## config.mk

```make
export PLATFORM = sky130hd
export DESIGN_NAME = midi_note_to_cv_gate
export DESIGN_NICKNAME = d
export VERILOG_FILES = /design/src/rtl/mnc_pkg.sv /design/src/rtl/midi_note_to_cv_gate.sv /design/src/rtl/mnc_parser.sv /design/src/rtl/mnc_voice.sv
export VERILOG_INCLUDE_DIRS = /design/src /design/src/rtl
export SDC_FILE = /design/constraint.sdc
export NUM_CORES = 1
export LEC_CHECK = 0
export BUFFER_PORTS_ARGS = -buffer_cell sky130_fd_sc_hd__buf_2
export CAP_MARGIN = 20
export CORE_MARGIN = 1
export CORE_UTILIZATION = 60
export DETAILED_ROUTE_END_ITERATION = 8
export GPL_TIMING_DRIVEN = 0
export PLACE_DENSITY_LB_ADDON = 0.08
export SYNTH_ARGS = -nofsm -noshare
export SYNTH_HDL_FRONTEND = slang
export SYNTH_HIERARCHICAL = 1
export SYNTH_SLANG_ARGS = --single-unit
```

## constraint.sdc

```tcl
create_clock -name clk -period 7.6 [get_ports clk]
set_input_delay 0.76 -clock clk [delete_from_list [all_inputs] [get_ports clk]]
set_output_delay 0.76 -clock clk [all_outputs]
set_load 0.01 [all_outputs]
```

## src/rtl/midi_note_to_cv_gate_assert.svh

```systemverilog
// Assertion macros for the MIDI note to CV/gate converter.
// Needs a clock named clk and an active-low reset named arst_n in the including scope.
`ifndef MIDI_NOTE_TO_CV_GATE_ASSERT_SVH
`define MIDI_NOTE_TO_CV_GATE_ASSERT_SVH

`ifndef NO_ASSERTIONS

// Consequence must hold in the same cycle as the antecedent.
`define MNC_ASSERT_NOW(label, ante, cons, msg) \
	label: assert property (@(posedge clk) disable iff (!arst_n) (ante) |-> (cons)) \
		else $error(msg);

// Consequence must hold in the cycle after the antecedent.
`define MNC_ASSERT_NEXT(label, ante, cons, msg) \
	label: assert property (@(posedge clk) disable iff (!arst_n) (ante) |=> (cons)) \
		else $error(msg);

`else

`define MNC_ASSERT_NOW(label, ante, cons, msg)
`define MNC_ASSERT_NEXT(label, ante, cons, msg)

`endif

`endif

```

## src/rtl/mnc_pkg.sv

```systemverilog
// Shared types and constants for the MIDI note to CV/gate converter.
// No dependencies; used by the parser, the voice and the top level.
package mnc_pkg;

	// One-hot byte parser states.
	typedef enum logic [2:0] {
		PS_IDLE = 3'b001,
		PS_NOTE = 3'b010,
		PS_VEL  = 3'b100
	} parse_state_t;

	typedef enum logic [1:0] {
		EVT_NOTE_ON      = 2'd0,
		EVT_NOTE_OFF     = 2'd1,
		EVT_OFF_IGNORED  = 2'd2
	} event_kind_t;

	// Configuration register indexes.
	localparam logic [1:0] CFG_IDX_CHANNEL = 2'd0;
	localparam logic [1:0] CFG_IDX_BASE    = 2'd1;
	localparam logic [1:0] CFG_IDX_STEP    = 2'd2;

	localparam logic [3:0]  RST_CHANNEL = 4'd0;
	localparam logic [6:0]  RST_BASE    = 7'd36;
	localparam logic [7:0]  RST_STEP    = 8'd51;

	// Upper nibble of the accepted status bytes.
	localparam logic [3:0]  STATUS_NOTE_ON  = 4'h9;
	localparam logic [3:0]  STATUS_NOTE_OFF = 4'h8;

	localparam logic [11:0] CV_MAX = 12'hFFF;

	// A completed note message from the parser.
	typedef struct packed {
		logic       is_off;
		logic [6:0] note;
		logic [6:0] velocity;
	} msg_t;

	// One result word.
	typedef struct packed {
		event_kind_t kind;
		logic        gate;
		logic [11:0] cv;
		logic [6:0]  note;
		logic [6:0]  velocity;
	} result_t;

endpackage

```

## src/rtl/midi_note_to_cv_gate.sv

```systemverilog
// Monophonic MIDI note to CV/gate converter, top level.
// Depends on mnc_pkg, mnc_parser, mnc_voice and midi_note_to_cv_gate_assert.svh.
//
// Raw MIDI bytes enter one word at a time on the s_ stream channel (rx_byte in
// s_tdata[7:0]). Note on and note off messages for the configured channel are
// parsed with running status; every completed message yields one result word on
// the m_ stream channel, all other bytes yield none. A message passes from the
// input register to the output register. One byte per cycle is taken while no
// result stalls; in between lie the parser step, a 7x8 multiply and saturation.
// Reset clears the parser, the voice state (gate low, CV zero, no last note) and
// loads the configuration defaults: channel 0, base note 36, 51 codes a semitone.
// If the receiver stalls, the result word waits in the output register and the
// byte behind it waits in the input register; s_tready drops only when that
// byte would complete another message. Bytes that complete nothing still pass.
// Configuration is written on the cfg_ channel, which is always ready, and must
// only be written while no byte is in flight.
`include "midi_note_to_cv_gate_assert.svh"

module midi_note_to_cv_gate (
	input  logic        clk,
	input  logic        arst_n,
	// Byte stream in
	input  logic        s_tvalid,
	output logic        s_tready,
	input  logic [7:0]  s_tdata,   // [7:0] rx_byte
	// Result stream out
	output logic        m_tvalid,
	input  logic        m_tready,
	output logic [31:0] m_tdata,   // [0] gate, [12:1] cv_value, [19:13] note_number,
	                               // [26:20] velocity, [31:27] zero
	output logic [1:0]  m_tuser,   // [1:0] event_kind
	// Configuration writes
	input  logic        cfg_valid,
	output logic        cfg_ready,
	input  logic [1:0]  cfg_index,
	input  logic [7:0]  cfg_data
);
	import mnc_pkg::*;

	// Configuration registers.
	logic [3:0] channel_q;
	logic [6:0] base_note_q;
	logic [7:0] step_q;

	assign cfg_ready = 1'b1;

	always_ff @(posedge clk or negedge arst_n) begin
		if (!arst_n) begin
			channel_q   <= RST_CHANNEL;
			base_note_q <= RST_BASE;
			step_q      <= RST_STEP;
		end else if (cfg_valid && cfg_ready) begin
			unique case (cfg_index)
				CFG_IDX_CHANNEL: channel_q   <= cfg_data[3:0];
				CFG_IDX_BASE:    base_note_q <= cfg_data[6:0];
				CFG_IDX_STEP:    step_q      <= cfg_data;
				default: ;
			endcase
		end
	end

	// Input register: one received byte waiting to be parsed.
	logic       valid_s1;
	logic [7:0] byte_s1;

	// Output register holding the result word.
	logic    out_valid_q;
	result_t result_q;

	logic    msg_valid, out_free, advance, commit;
	msg_t    msg;
	result_t result;

	// The byte in the input register moves on when it completes nothing, or
	// when the output register is empty or being emptied in this cycle.
	assign out_free = !out_valid_q || m_tready;
	assign advance  = valid_s1 && (!msg_valid || out_free);
	assign commit   = advance && msg_valid;
	assign s_tready = !valid_s1 || advance;

	always_ff @(posedge clk or negedge arst_n) begin
		if (!arst_n) begin
			valid_s1 <= 1'b0;
		end else if (s_tready) begin
			valid_s1 <= s_tvalid;
		end
	end

	always_ff @(posedge clk) begin
		if (s_tready && s_tvalid) begin
			byte_s1 <= s_tdata;
		end
	end

	mnc_parser u_parser (
		.clk       (clk),
		.arst_n    (arst_n),
		.advance   (advance),
		.rx_byte   (byte_s1),
		.channel   (channel_q),
		.msg_valid (msg_valid),
		.msg       (msg)
	);

	mnc_voice u_voice (
		.clk       (clk),
		.arst_n    (arst_n),
		.commit    (commit),
		.msg       (msg),
		.base_note (base_note_q),
		.step      (step_q),
		.result    (result)
	);

	always_ff @(posedge clk or negedge arst_n) begin
		if (!arst_n) begin
			out_valid_q <= 1'b0;
		end else if (commit) begin
			out_valid_q <= 1'b1;
		end else if (m_tready) begin
			out_valid_q <= 1'b0;
		end
	end

	always_ff @(posedge clk) begin
		if (commit) begin
			result_q <= result;
		end
	end

	assign m_tvalid = out_valid_q;
	assign m_tdata  = {5'd0, result_q.velocity, result_q.note, result_q.cv, result_q.gate};
	assign m_tuser  = result_q.kind;

	// A fresh result word must come from a byte that was waiting in the input register.
	`MNC_ASSERT_NOW(a_result_from_s1, $rose(m_tvalid), $past(valid_s1), "result without a byte")
	// A note on always leaves the gate high.
	`MNC_ASSERT_NOW(a_note_on_gate, m_tvalid && (m_tuser == EVT_NOTE_ON), m_tdata[0],
		"note on with gate low")
	// An applied note off always leaves the gate low.
	`MNC_ASSERT_NOW(a_note_off_gate, m_tvalid && (m_tuser == EVT_NOTE_OFF), !m_tdata[0],
		"note off with gate high")
	// The byte side is only held off while a byte waits on a stalled result.
	`MNC_ASSERT_NOW(a_stall_cause, !s_tready, valid_s1 && msg_valid && out_valid_q && !m_tready,
		"input stalled without cause")

endmodule

```

## src/rtl/mnc_parser.sv

```systemverilog
// MIDI byte parser for note on and note off messages with running status.
// Depends on mnc_pkg.
module mnc_parser (
	input  logic          clk,
	input  logic          arst_n,
	input  logic          advance,
	input  logic [7:0]    rx_byte,
	input  logic [3:0]    channel,
	output logic          msg_valid,
	output mnc_pkg::msg_t msg
);
	import mnc_pkg::*;

	parse_state_t state_q, state_d;
	logic         off_q, off_d;
	logic [6:0]   pend_q, pend_d;

	logic is_status, match_on, match_off, match_any;

	assign is_status = rx_byte[7];
	assign match_on  = (rx_byte[7:4] == STATUS_NOTE_ON) && (rx_byte[3:0] == channel);
	assign match_off = (rx_byte[7:4] == STATUS_NOTE_OFF) && (rx_byte[3:0] == channel);
	assign match_any = match_on || match_off;

	always_comb begin
		state_d   = state_q;
		off_d     = off_q;
		pend_d    = pend_q;
		msg_valid = 1'b0;
		unique case (state_q)
			PS_IDLE: begin
				state_d = match_any ? PS_NOTE : PS_IDLE;
				if (match_any) begin
					off_d = match_off;
				end
			end
			PS_NOTE: begin
				if (is_status) begin
					state_d = match_any ? PS_NOTE : PS_IDLE;
					if (match_any) begin
						off_d = match_off;
					end
				end else begin
					pend_d  = rx_byte[6:0];
					state_d = PS_VEL;
				end
			end
			PS_VEL: begin
				if (is_status) begin
					state_d = match_any ? PS_NOTE : PS_IDLE;
					if (match_any) begin
						off_d = match_off;
					end
				end else begin
					// Message complete; running status waits for the next note.
					msg_valid = 1'b1;
					state_d   = PS_NOTE;
				end
			end
			default: begin
				state_d = PS_IDLE;
			end
		endcase
	end

	assign msg.is_off   = off_q;
	assign msg.note     = pend_q;
	assign msg.velocity = rx_byte[6:0];

	always_ff @(posedge clk or negedge arst_n) begin
		if (!arst_n) begin
			state_q <= PS_IDLE;
			off_q   <= 1'b0;
			pend_q  <= 7'd0;
		end else if (advance) begin
			state_q <= state_d;
			off_q   <= off_d;
			pend_q  <= pend_d;
		end
	end

endmodule

```

## src/rtl/mnc_voice.sv

```systemverilog
// Monophonic voice: last-note tracking, gate level and saturated pitch CV.
// Depends on mnc_pkg.
module mnc_voice (
	input  logic             clk,
	input  logic             arst_n,
	input  logic             commit,
	input  mnc_pkg::msg_t    msg,
	input  logic [6:0]       base_note,
	input  logic [7:0]       step,
	output mnc_pkg::result_t result
);
	import mnc_pkg::*;

	logic [6:0]  last_note_q;
	logic        last_valid_q;
	logic        gate_q;
	logic [11:0] cv_q;

	logic        off_evt, below, match;
	logic [6:0]  diff;
	logic [14:0] prod;
	logic [11:0] cv_new;

	assign off_evt = msg.is_off || (msg.velocity == 7'd0);
	assign below   = (msg.note <= base_note);
	assign diff    = msg.note - base_note;
	assign prod    = 15'(diff) * 15'(step);
	assign cv_new  = below ? 12'd0 : ((prod > 15'(CV_MAX)) ? CV_MAX : prod[11:0]);
	assign match   = last_valid_q && (msg.note == last_note_q);

	always_comb begin
		result.note     = msg.note;
		result.velocity = msg.velocity;
		result.cv       = cv_q;
		if (!off_evt) begin
			result.kind = EVT_NOTE_ON;
			result.gate = 1'b1;
			result.cv   = cv_new;
		end else if (match) begin
			result.kind = EVT_NOTE_OFF;
			result.gate = 1'b0;
		end else begin
			result.kind = EVT_OFF_IGNORED;
			result.gate = gate_q;
		end
	end

	always_ff @(posedge clk or negedge arst_n) begin
		if (!arst_n) begin
			last_note_q  <= 7'd0;
			last_valid_q <= 1'b0;
			gate_q       <= 1'b0;
			cv_q         <= 12'd0;
		end else if (commit) begin
			gate_q <= result.gate;
			cv_q   <= result.cv;
			if (!off_evt) begin
				last_note_q  <= msg.note;
				last_valid_q <= 1'b1;
			end
		end
	end

endmodule
```

==> metrics.yaml, run 1 <==
logic_synthesis:
  syn_area_sq_um: 6040
  ys_ff_latch: 90
  synth_warnings: 6
  synth.top_cell.area_share: 0.191
  synth_area_leaders: "dfrtp_1 (19%), edfxtp_1 (18%), fa_1 (9.9%)"
  synth.largest_area_cell: "dfrtp_1"
  synth_ff_type: "dfrtp_1"
  synth-edff-count: 37
  postSynth.asyncResetShare: 0.589
  ys_types: 61
  syn_inst: 525
  seq_area_frac_synth: 0.405
  syn_area_per_cell_sq_um: 11.5
floorplan:
  core_sq_um: 9770
  start_util: 0.618
  pin_count: 60
  dieArea_sq_um: 10500
  die_w_um: 102
  die_h_um: 102
  rows: 36
timing:
  rsz0062_at_grt: "false"
  max_slew.worst_pin.slew_ns: 0.887
  fin_crit_ns: 6.54
  worst_clock_skew_ns: 0.00858
  slew_headroom: 0.404
  min_period_over_period: 0.861
  max_freq_mhz: 153
  setup_viol: 0
  hold_viol: 0
  slew_viol_final: 0
  fin_setup_tns_ns: 0
detailed_routing:
  wl_mm: 11.4
  ant_nets: 0
  route.detailed.drc: 0
  detail_route.iter0.violations: 110
  dr.pass1.iters: 6
  vias_per_cell: 5.44
  vias: 3987
  wl_per_cell_um: 15.5
global_routing:
  antenna_found_initial: 0
  grt_max_degree: 41
  grt_pass1_wl_mm: 18.8
  grt_usage: 0.237
  grt-ovfl-total: 0
  grt_pass1_vias: 3999
worst_setup_path:
  startpoint: "u_parser/pend_q[0]"
  reg2reg_to: "m_tdata[1]"
  r2r_start: "u_parser/pend_q[0]"
  cp_max_fo: 10
  reg2reg_depth: 23
  cp.arrival_ns: 6.73
  start_kind: "flip-flop"
  cp.required_ns: 7.79
  crit_type: "reg -> reg"
  r2r_slack_ns: 1.06
  crit_path_end_kind: "flip-flop"
finish:
  fillers: 747
  drive_above_1_share: 0.267
  multi_input_area_sq_um: 3180
  antenna-diode-count: 0
  final_area_sq_um: 6770
  area_growth_pct: 12.1
  seq_area_sq_um: 2450
  layout.nets: 688
placement:
  placed_area_sq_um: 6530
  dp_hpwl_mm: 8.92
  port_buffers: 53
  place_congestion: 0.877
clock_tree:
  cts-root-buf: "clkbuf_8"
  cts-hold-fix-buffers: 0
  cts_sinks: 90
  cts-resized-gates: 0
  clk_latency_ns: 0.35
  cts_tree: "done"
  clkTransAtPathRegs_ns: 0.09
  cts_setup_buffers: 0
  htree_levels: 3
  numCtsBuffers: 9
  clock_path_buffers: 2
outcome:
  status: "finished clean"
worst_hold_path:
  hold_class: "in -> async"
run:
  drv_cap: 0
==> placed cells by master, fill, tap and decap left out, types with 22 or more instances in the layout <==
cell type  instances
mux2_2            32
and2_1            35
fa_1              30
nand2_1           44
o211ai_1          22
edfxtp_1          37
buf_2             53
inv_1             49
ha_1              40
buf_4             28
dfrtp_1           46
==> critical path: stages, from the launching register on <==
cell,delay (ns)
dfrtp_1,0.42
inv_1,0.10
ha_1,0.17
inv_1,0.05
fa_1,0.40
a21o_1,0.19
a21oi_1,0.25
o21bai_1,0.09
a21oi_1,0.19
xnor2_1,0.31
nand2_1,0.17
fa_1,0.53
fa_1,0.55
inv_1,0.05
fa_1,0.50
fa_1,0.49
ha_1,0.37
a21oi_1,0.28
o21ai_1,0.19
a311o_1,0.38
o21ai_1,0.26
o311ai_4,0.15
buf_6,0.21
o211ai_1,0.09
==> synthesized netlist by cell type (all sizes together), types with 3 or more instances <==
cell type  instances
a21boi             4
a21o               3
a21oi              9
and2              35
buf               30
clkbuf             4
dfrtp             46
dfstp              7
edfxtp            37
fa                30
ha                40
inv               49
mux2              32
nand2             44
nand2b            12
nand3              4
nand3b             3
nand4              4
nor2              10
nor2b              8
nor3               4
nor3b              8
nor4               3
o211ai            27
o21a               7
o21ai             12
xnor2              9
xor2              16
==> per-layer routing <==
metal  vias up  track usage  part of all wire
met5         -            0                 0
met4         0       0.0791             0.016
met3        17       0.0438             0.034
met2        95        0.399              0.49
met1      1943        0.311              0.46
li1       1932            -                 -
==> stage by stage <==
stage | setup WS (ns) | util | instances | hold slack, ns
finish | 1.06 | 0.693 | 733 | 0.312
global route | 0.675 | 0.693 | 733 | 0.313
CTS | 1.09 | 0.693 | 733 | 0.300
detailed placement | 1.12 | 0.668 | 717 | 0.469
global placement | 1.19 | 0.664 | 715 | 0.466
floorplan | 1.65 | - | 529 | 0.434
==> sequential cells by signal, indices dropped and copies added, names as in the netlist <==
signal	flops
byte_s1	8
u_voice/gate_q	1
u_voice/cv_q	12
u_voice/last_valid_q	1
u_parser/off_q	1
base_note_q	7
u_parser/pend_q	7
valid_s1	1
m_tvalid	1
m_tdata	27
step_q	8
m_tuser	2
channel_q	4
u_voice/last_note_q	7
u_parser/state_q	3
==> logic make-up after synthesis <==
logic type / Yosys count / synth area share
flops: 90 / 0.405
xor+xnor: 25 / 0.0362
fa+ha+maj: 70 / 0.182
simple gates: 141 / 0.133
other cells: 2 / 0.00124
compound gates: 80 / 0.108
mux: 34 / 0.0630
buf+inv: 83 / 0.0715
==> final cells by class <==
type,instances,share of cell area
multi-input combinational,356,0.470
tap,133,0.0246
clock buffer,9,0.0183
clock inverter,7,0.0183
inverter,49,0.0272
sequential,90,0.361
buffer,34,0.0366
timing repair buffer,55,0.0443
==> how the worst max path moves through the flow <==
stage	endpoint	slack [ns]	cells past startpoint
2_1_floorplan	m_tdata[11]	1.65	24
3_3_place_gp	m_tdata[11]	1.19	24
3_5_place_dp	m_tdata[9]	1.12	21
4_1_cts	m_tdata[12]	1.09	23
5_1_grt	m_tdata[1]	0.67	21
6_report	m_tdata[1]	1.06	23
Power of run 1 is left out: the tool's default activity adds up to more than one toggle a clock period on the data nets, which glitch-free logic cannot reach.
==> run 2: changes to the inputs <==
--- a/config.mk
+++ b/config.mk
@@ -6,6 +6,7 @@
 export SDC_FILE = /design/constraint.sdc
 export NUM_CORES = 1
 export LEC_CHECK = 0
+export ABC_AREA = 1
 export BUFFER_PORTS_ARGS = -buffer_cell sky130_fd_sc_hd__buf_2
 export CAP_MARGIN = 20
 export CORE_MARGIN = 1
==> run 2 against run 1 <==
Against the previous run:
- cell count grew 27%
- core utilization grew 1.1 points
- die area grew 4.0%
- clock-buffer cell count grew 1
- sequential share of layout area shrank 1.2 points
- via count grew 20%
- critical path type unchanged
==> metrics.yaml, run 2 <==
finish:
  drive_above_1_share: 0.201
  final_cell_mix: "nand2_1 (206), inv_1 (106), nor2_1 (59)"
  largest_reg_flops: 27
  antenna-diode-count: 0
  final_common_cell: "nand2_1"
  layout.nets: 888
  fin_util: 0.704
  area_growth_pct: 11.4
logic_synthesis:
  syn_area_sq_um: 6280
  synth.largest_area_cell: "dfrtp_1"
  syn_area_per_cell_sq_um: 8.64
  synth_commonest_cells: "nand2_1 (206), inv_1 (106), nor2_1 (59)"
  synth_area_leaders: "dfrtp_1 (18%), edfxtp_1 (18%), nand2_1 (12%)"
  syn_inst: 727
  synth-edff-count: 37
  synth.top_cell.area_share: 0.183
  synth_most_common_cell: "nand2_1"
  ys_types: 40
  ys_ff_latch: 90
  postSynth.asyncResetShare: 0.589
  synth_ff_type: "dfrtp_1"
  synth_warnings: 6
  seq_area_frac_synth: 0.389
clock_tree:
  cts-hold-fix-buffers: 0
  cts-resized-gates: 0
  clk_latency_ns: 0.36
  clock_path_buffers: 2
  numCtsBuffers: 9
  cts_tree: "done"
  cts_setup_buffers: 0
  cts_sinks: 90
  htree_levels: 3
  cts-root-buf: "clkbuf_8"
  clkTransAtPathRegs_ns: 0.09
timing:
  setup_viol: 0
  max_slew.worst_pin.slew_ns: 0.556
  fin_crit_ns: 6.17
  slew_headroom: 0.629
  hold_viol: 0
  max_freq_mhz: 162
  worst_clock_skew_ns: 0.0126
  rsz0062_at_grt: "false"
  slew_viol_final: 0
  min_period_over_period: 0.812
  fin_setup_tns_ns: 0
detailed_routing:
  detail_route.iter0.violations: 255
  route.detailed.drc: 0
  dr.pass1.iters: 4
  ant_nets: 0
  vias_per_cell: 5.11
  vias: 4769
  wl_mm: 12.0
  wl_per_cell_um: 12.9
floorplan:
  rows: 36
  die_h_um: 104
  core_sq_um: 9950
  dieArea_sq_um: 10900
  start_util: 0.631
  die_w_um: 104
  pin_count: 60
worst_setup_path:
  cp_max_fo: 10
  cp.required_ns: 7.70
  crit_path_end_kind: "flip-flop"
  reg2reg_to: "m_tdata[7]"
  crit_type: "reg -> reg"
  max_stage_delay_ns: 0.54
  critPathSlowestCell: "fa_1"
  worst_path_most_repeated_cell: "nand2_1"
  reg2reg_depth: 32
  start_kind: "flip-flop"
  r2r_start: "u_parser/pend_q[0]"
  cp.arrival_ns: 6.27
  r2r_slack_ns: 1.43
power_and_ir_drop:
  p_clk_frac: 0.149
  sequentialPowerShare: 0.226
  peakVddDrop_v: 0.000243
  combPwrFrac: 0.625
  pwr_density_cell_nw_per_um2: 356
  p_leak_uw: 0.00378
  p_sw_frac: 0.470
  intPower_uw: 1320
  p_sw_uw: 1170
global_routing:
  gr-usage-met1: 0.324
  grt_usage: 0.234
  busiest_layer: "met2"
  grt-ovfl-total: 0
  met3_usage: 0.0345
  antenna_found_initial: 0
  grt_max_degree: 40
  use_met2: 0.386
  grt_pass1_wl_mm: 20.5
  grt_pass1_vias: 4578
worst_hold_path:
  hold_class: "in -> async"
placement:
  port_buffers: 51
  place_congestion: 0.890
  dp_hpwl_mm: 9.79
outcome:
  status: "finished clean"
run:
  drv_cap: 0
==> run 2: cell count changes after synthesis, moves of 13 or more <==
cell,previous run,this run
nand2_1,44,206
mux2_2,32,3
inv_1,49,106
o211ai_1,22,2
nand4_1,3,23
nand3_2,1,14
and2_1,35,0
nor2_1,10,59
nand3_1,3,39
==> run 2: final cells by class <==
cell class / instances / area (sq um)
clock inverters: 6 / 97.6
repair buffers: 53 / 303
fillers: 794 / 2950
multi-input cells: 485 / 3090
plain buffers: 44 / 342
clock buffers: 10 / 138
flip-flops and latches: 90 / 2450
well taps: 133 / 166
inverters: 112 / 423
==> run 2: routing by layer <==
metal,share of wire,vias up
met5,0,-
met1,0.48,2221
met4,0.0085,0
li1,-,2417
met3,0.040,13
met2,0.47,118
==> run 2: logic make-up after synthesis <==
logic type,Yosys count,share of synthesized area
compound gates,33,0.0342
xor+xnor,14,0.0195
fa+ha+maj,70,0.175
buf+inv,156,0.122
flops,90,0.389
mux,3,0.00537
other cells,2,0.00119
simple gates,359,0.254
==> run 2: power by group through the flow <==
stage	sequential, uW	clock, uW	combinational, uW
final	564	372	1560
after global routing	568	397	1770
after detailed placement	574	0	1550
after CTS	564	379	1570
after floorplan	565	0	1230
after global placement	573	0	1530
==> run 2: how the worst max path moves through the flow <==
| stage | startpoint | endpoint | depth (start not counted) | slack (ns) |
|---|---|---|---|---|
| 6_report | u_parser/pend_q[0] | m_tdata[7] | 32 | 1.43 |
| 5_1_grt | u_parser/pend_q[0] | m_tdata[10] | 32 | 0.96 |
| 4_1_cts | u_parser/pend_q[0] | m_tdata[10] | 32 | 1.46 |
| 3_5_place_dp | u_parser/pend_q[0] | m_tdata[10] | 32 | 1.49 |
| 3_3_place_gp | u_parser/pend_q[0] | m_tdata[10] | 32 | 1.56 |
| 2_1_floorplan | u_parser/pend_q[0] | m_tdata[10] | 32 | 2.11 |
==> run 2: metrics by stage <==
stage                     cell area [sq um]  hold WS (ns)  power, uW  cells  setup slack, ns
final                                  7000         0.315       2500    933             1.43
after global routing                   7000         0.328       2740    933            0.957
after CTS                              7000         0.312       2510    933             1.46
after detailed placement               6770         0.458       2120    917             1.49
after global placement                 6720         0.452       2100    915             1.56
after floorplan                        6300         0.428       1800    731             2.11
==> run 2: critical path, delay by kind of cell (launching register included) <==
family / cells / cell delay [ns]
AND/OR/NAND/NOR: 16 / 1.56
flip-flops: 1 / 0.44
AO/OA/AOI/OAI: 3 / 0.48
adder cells (fa/ha/maj): 7 / 2.94
buffers and inverters: 6 / 0.49
(Power assumes the default switching activity.)
